==> config.mk <==
export PLATFORM = sky130hd
export DESIGN_NAME = grd_sqrt
export DESIGN_NICKNAME = d
export VERILOG_FILES = /design/src/design/grd_pkg.sv /design/src/design/grd_sqrt.sv
export SDC_FILE = /design/constraint.sdc
export NUM_CORES = 2
export LEC_CHECK = 0
export BUFFER_PORTS_ARGS = -buffer_cell sky130_fd_sc_hd__clkbuf_2
export CAP_MARGIN = 25
export CORE_UTILIZATION = 35
export CTS_CLUSTER_DIAMETER = 40
export DETAILED_ROUTE_END_ITERATION = 7
export GPL_TIMING_DRIVEN = 0
export PLACE_DENSITY_LB_ADDON = 0.12
export SYNTH_ARGS = -nofsm -noshare
export SYNTH_HDL_FRONTEND = slang
export SYNTH_SLANG_ARGS = --single-unit
==> constraint.sdc <==
create_clock -name i_clk -period 9.65 [get_ports i_clk]
set_input_delay 0.4825 -clock i_clk [delete_from_list [all_inputs] [get_ports i_clk]]
set_output_delay 0.4825 -clock i_clk [all_outputs]
set_load 0.02 [all_outputs]
==> src/design/grd_pkg.sv <==
package grd_pkg;

    localparam int CORDIC_STEPS = 16;
    localparam int XY_W         = 33;   // CORDIC vector, Q2.30 plus growth
    localparam int Z_W          = 25;   // residual angle, 1/2^24 turn units
    localparam int ATAN_W       = 22;
    localparam int FACE_W       = 16;
    localparam int ANG_W        = 16;
    localparam int POS_W        = 24;
    localparam int FRAC_W       = 16;
    localparam int PROD_W       = 49;
    localparam int SUM_W        = 50;
    localparam int SQ_W         = 31;   // square of a 16-bit magnitude
    localparam int QUO_W        = 48;
    localparam int DIV_SHIFT    = 28;
    localparam int NUM_HI       = QUO_W - DIV_SHIFT;
    localparam int ROOT_W       = 24;
    localparam int DIST_W       = 24;
    localparam int PART_W       = FRAC_W + 1;
    localparam int DIV_LAT      = QUO_W + 1;
    localparam int SQRT_LAT     = ROOT_W + 1;

    localparam logic signed [XY_W-1:0] CORDIC_GAIN = 33'sd652032874;
    localparam logic [DIST_W-1:0]      DIST_MAX    = 24'hFFFFFF;
    localparam logic [QUO_W-1:0]       DIV_ONE     = QUO_W'(1) << DIV_SHIFT;

    function automatic logic [ATAN_W-1:0] grd_atan(input logic [3:0] idx);
        logic [ATAN_W-1:0] v;
        case (idx)
            4'd0:    v = 22'd2097152;
            4'd1:    v = 22'd1238021;
            4'd2:    v = 22'd654136;
            4'd3:    v = 22'd332050;
            4'd4:    v = 22'd166669;
            4'd5:    v = 22'd83416;
            4'd6:    v = 22'd41718;
            4'd7:    v = 22'd20860;
            4'd8:    v = 22'd10430;
            4'd9:    v = 22'd5215;
            4'd10:   v = 22'd2608;
            4'd11:   v = 22'd1304;
            4'd12:   v = 22'd652;
            4'd13:   v = 22'd326;
            4'd14:   v = 22'd163;
            default: v = 22'd81;
        endcase
        return v;
    endfunction

endpackage

==> src/design/grd_sqrt.sv <==
module grd_sqrt
    import grd_pkg::*;
(
    input  logic              i_clk,
    input  logic              i_en,
    input  logic [QUO_W-1:0]  i_val,
    output logic [ROOT_W-1:0] o_root
);

    localparam int REM_W = ROOT_W + 2;

    // Digit-by-digit square root, one root bit per stage.
    logic [QUO_W-1:0]  r_v    [0:ROOT_W-1];
    logic [REM_W-1:0]  r_rem  [1:ROOT_W-1];
    logic [ROOT_W-1:0] r_root [1:ROOT_W];

    logic [REM_W-1:0]  w_rprev [0:ROOT_W-1];
    logic [ROOT_W-1:0] w_oprev [0:ROOT_W-1];
    logic [REM_W+1:0]  w_try   [0:ROOT_W-1];
    logic [REM_W+1:0]  w_trial [0:ROOT_W-1];
    logic              w_ge    [0:ROOT_W-1];
    logic [REM_W-1:0]  n_rem   [0:ROOT_W-1];
    logic [ROOT_W-1:0] n_root  [0:ROOT_W-1];

    always_comb begin
        for (int k = 0; k < ROOT_W; k++) begin
            w_rprev[k] = (k == 0) ? '0 : r_rem[(k == 0) ? 1 : k];
            w_oprev[k] = (k == 0) ? '0 : r_root[(k == 0) ? 1 : k];
            w_try[k]   = {w_rprev[k], r_v[k][QUO_W-1:QUO_W-2]};
            w_trial[k] = (REM_W+2)'({w_oprev[k], 2'b01});
            w_ge[k]    = w_try[k] >= w_trial[k];
            n_rem[k]   = w_ge[k] ? REM_W'(w_try[k] - w_trial[k]) : REM_W'(w_try[k]);
            n_root[k]  = {w_oprev[k][ROOT_W-2:0], w_ge[k]};
        end
    end

    always_ff @(posedge i_clk) begin
        if (i_en) begin
            r_v[0] <= i_val;
            for (int k = 0; k < ROOT_W - 1; k++) begin
                r_v[k+1]   <= r_v[k] << 2;
                r_rem[k+1] <= n_rem[k];
            end
            for (int k = 0; k < ROOT_W; k++) begin
                r_root[k+1] <= n_root[k];
            end
        end
    end

    assign o_root = r_root[ROOT_W];

endmodule
==> metrics.txt <==
Yosys warnings 0; largest net degree at the start of global routing 119; Sum Neg Setup Slack 0 ps; Setup-failing EPs final 0; CP max stage delay between 800 and 900 ps; CP Cell Sequence inv_1 > ha_1 > nor2b_1 > o31ai_1 > a21oi_1 > a211oi_1 > o311a_1 > o21a_1 > inv_1 > clkbuf_1 > clkbuf_1 > a21oi_1; Netlist Area Pre-Place 67,100 um2; top_reg_cell synth edfxtp_1; Max-slew headroom 31.6%; Chip Height between 400 and 500 um; Antenna Violating Nets Remaining 0; Fillers 17,600; drt pass-1 iters 5; drc violations 0; clk root buf clkbuf_16; CTS buffer count roughly 240; fmax slightly above 0.2 GHz; status complete, no violations; fin. max-slew vios 0; worst hold path class in -> reg; slowest CP cell a211oi_1; critical path startpoint category flip-flop; sequential power share 42.2%; initial drt markers approximately 2,400; CP max FO 10; period utilization 49.9%; fin nets 5,784; CTS sink count ~1,500; worst vdd ir 0.000161 V; syn_nets 5,410; # IOs between 70 and 80; Die Area approximately 190,000 um2; crit path time final 4820 ps; GRT Overall Usage 14.0%; Top delay family on crit path compound AO/OA/AOI/OAI gates; Max clock buf depth 3; most frequent cell after synthesis edfxtp_1; first-pass GRT wire length 215,000 um; # rows 160; ys async rst share 0%; Logic pwr share 13.7%; final wirelength 136,000 um; top post-synthesis cells by area edfxtp_1 66%, ha_1 6.1%, xnor2_1 3.2%; clk slew on worst S/H paths 60 ps; Worst-Margin Slew 1010 ps; gpl congestion 0.866; Critical Path AT 5490 ps; Via Count 39,400; Post-synth EDFFs 1,463; Core Region 190,000 um2; Synth Instances 5,034; Synth Register Bits 1,463; Pwr Density 247 nW/um2; post-synth cell types 83; Post-synth top cells 1,463 x edfxtp_1, 406 x inv_1, 326 x ha_1, 315 x nand2_1, 296 x a21oi_1; CP endpoint kind flip-flop; clock latency on the worst-skew pair 830 ps; WS Path Type reg -> reg; Routed WL per cell 16.7 um; Seq/Total Area, Yosys 65.5%; Die Width 440 um; Initial Utilization approximately a third; post-DP HPWL 97,500 um; Sw Ratio 26.0%; sw power 5.13 mW; TritonCTS clock tree done; vias per cell 4.85; Synth top area share 65.5%; # Post-CTS Setup Buffers 0; Tot Pwr 19.7 mW; Clock power frac between 40 and 50%; H-tree levels 4; Final Hold Vio Count 0; total gr overflow 0; Area Growth Syn to Fin 19.1%; PortBufs 73; leakage approximately 30 nW; antenna violations before repair 0; layout cell share with drive strength beyond 1 10.8%; Synth area leader edfxtp_1; Avg Inst Size Synth approximately 13 um2; internal power 14.6 mW; Max-Cap Viols 0; Critical path buffers and inverters 4; RSZ-0062 raised after global routing false; vias in the first global route 39,400; Post-CTS Resized 0; Post-Route Skew 61.1 ps; worst endpoint required time just over 10,000 ps
-- kinds of logic (layout without fill, tap and decap cells) --
logic type,after synthesis,count (layout),synth area share [%]
other cells,1,2,0.00559
flops,1463,1463,65.5
xor+xnor,447,447,5.84
buf+inv,488,1071,2.75
simple gates,1259,1259,9.46
fa+ha+maj,326,326,6.08
mux,68,68,1.12
compound gates,982,982,9.24
-- layout by cell type, fill, tap and decap left out, drive strengths merged, types with 29 or more instances in the layout --
cell and count:
bufinv 36, nor3 121, ha 326, inv 452
nor4 72, edfxtp 1463, a31oi 36, nor2b 54
o31ai 29, xnor2 243, mux2 55, or4 36
or2 34, dlygate4sd3 48, nand3 71, a21o 125
o21ai 235, clkbuf 397, nor2 294, nand4 49
a21oi 297, clkinv 87, o21a 58, o21bai 31
xor2 204, nand2b 58, nand2 315, or3 38
-- repair_timing --
item,4_1_cts,5_1_grt
hold buffers,48,0
hold endpoints to repair,48,0
endpoints found under the setup margin,0,0
-- worst reg2reg max path, cell delays in order, from the launching register on --
cell and delay [ps]:
edfxtp_1 360, inv_1 50, ha_1 350, nor2b_1 160, o31ai_1 400, a21oi_1 250, a211oi_1 860, o311a_1 410
o21a_1 540, inv_1 210, clkbuf_1 390, clkbuf_1 420, a21oi_1 260
-- through the flow --
step	hold slack, ps	instance area [um2]	setup WS, ps	instances	util, %
finish	251	79900	4830	8129	42.0
global route	233	79900	4440	8128	42.0
CTS	205	79800	4700	8127	42.0
detailed placement	405	71000	4710	7633	37.3
global placement	400	70600	-18140	7618	37.1
floorplan	400	67100	6580	5034	-
-- final timing paths --
check | to | slack [ps] | cells after the start | from
min reg2reg | r_v[0][371]$_DFFE_PP_ | 400 | 0 | r_v[0][321]$_DFFE_PP_
max | r_rem[0][581]$_DFFE_PP_ | 4830 | 12 | r_root[0][504]$_DFFE_PP_
min | r_v[0][50]$_DFFE_PP_ | 250 | 1 | i_en
max reg2reg | r_rem[0][581]$_DFFE_PP_ | 4830 | 12 | r_root[0][504]$_DFFE_PP_
-- per-layer routing --
| layer | part of all wire, % | vias to the layer above | wire, um | track usage [%] |
|---|---|---|---|---|
| met2 | 48 | 732 | 64800 | 23.2 |
| met4 | 3.3 | 0 | 4490 | 5.73 |
| met1 | 45 | 18800 | 61000 | 17.7 |
| li1 | - | 19600 | - | - |
| met5 | 0 | - | 0 | 0 |
| met3 | 4.2 | 285 | 5670 | 2.90 |
-- state kept, by name, indices dropped and copies added, names as in the netlist --
register and flops:
r_rem 563, r_root 300, r_v 600
-- power groups by stage --
stage,Clock [mW],Sequential [mW],Combinational [mW]
5_1_grt,9.23,8.41,3.05
2_1_floorplan,0,8.27,1.98
3_5_place_dp,0,8.47,2.69
4_1_cts,8.95,8.35,2.72
3_3_place_gp,0,8.86,2.66
6_report,8.69,8.34,2.71
-- cell type report --
cell class	count	area, um2	area share [%]
diodes	1	2.50	0.00313
plain buffers	80	310	0.389
clock buffers	253	6030	7.56
clock inverters	193	2360	2.95
inverters	408	1530	1.92
multi-input cells	3083	21300	26.7
flip-flops and latches	1463	43900	55.0
well taps	2511	3140	3.93
repair buffers	137	1250	1.57
Power figures use the tool's default switching activity.
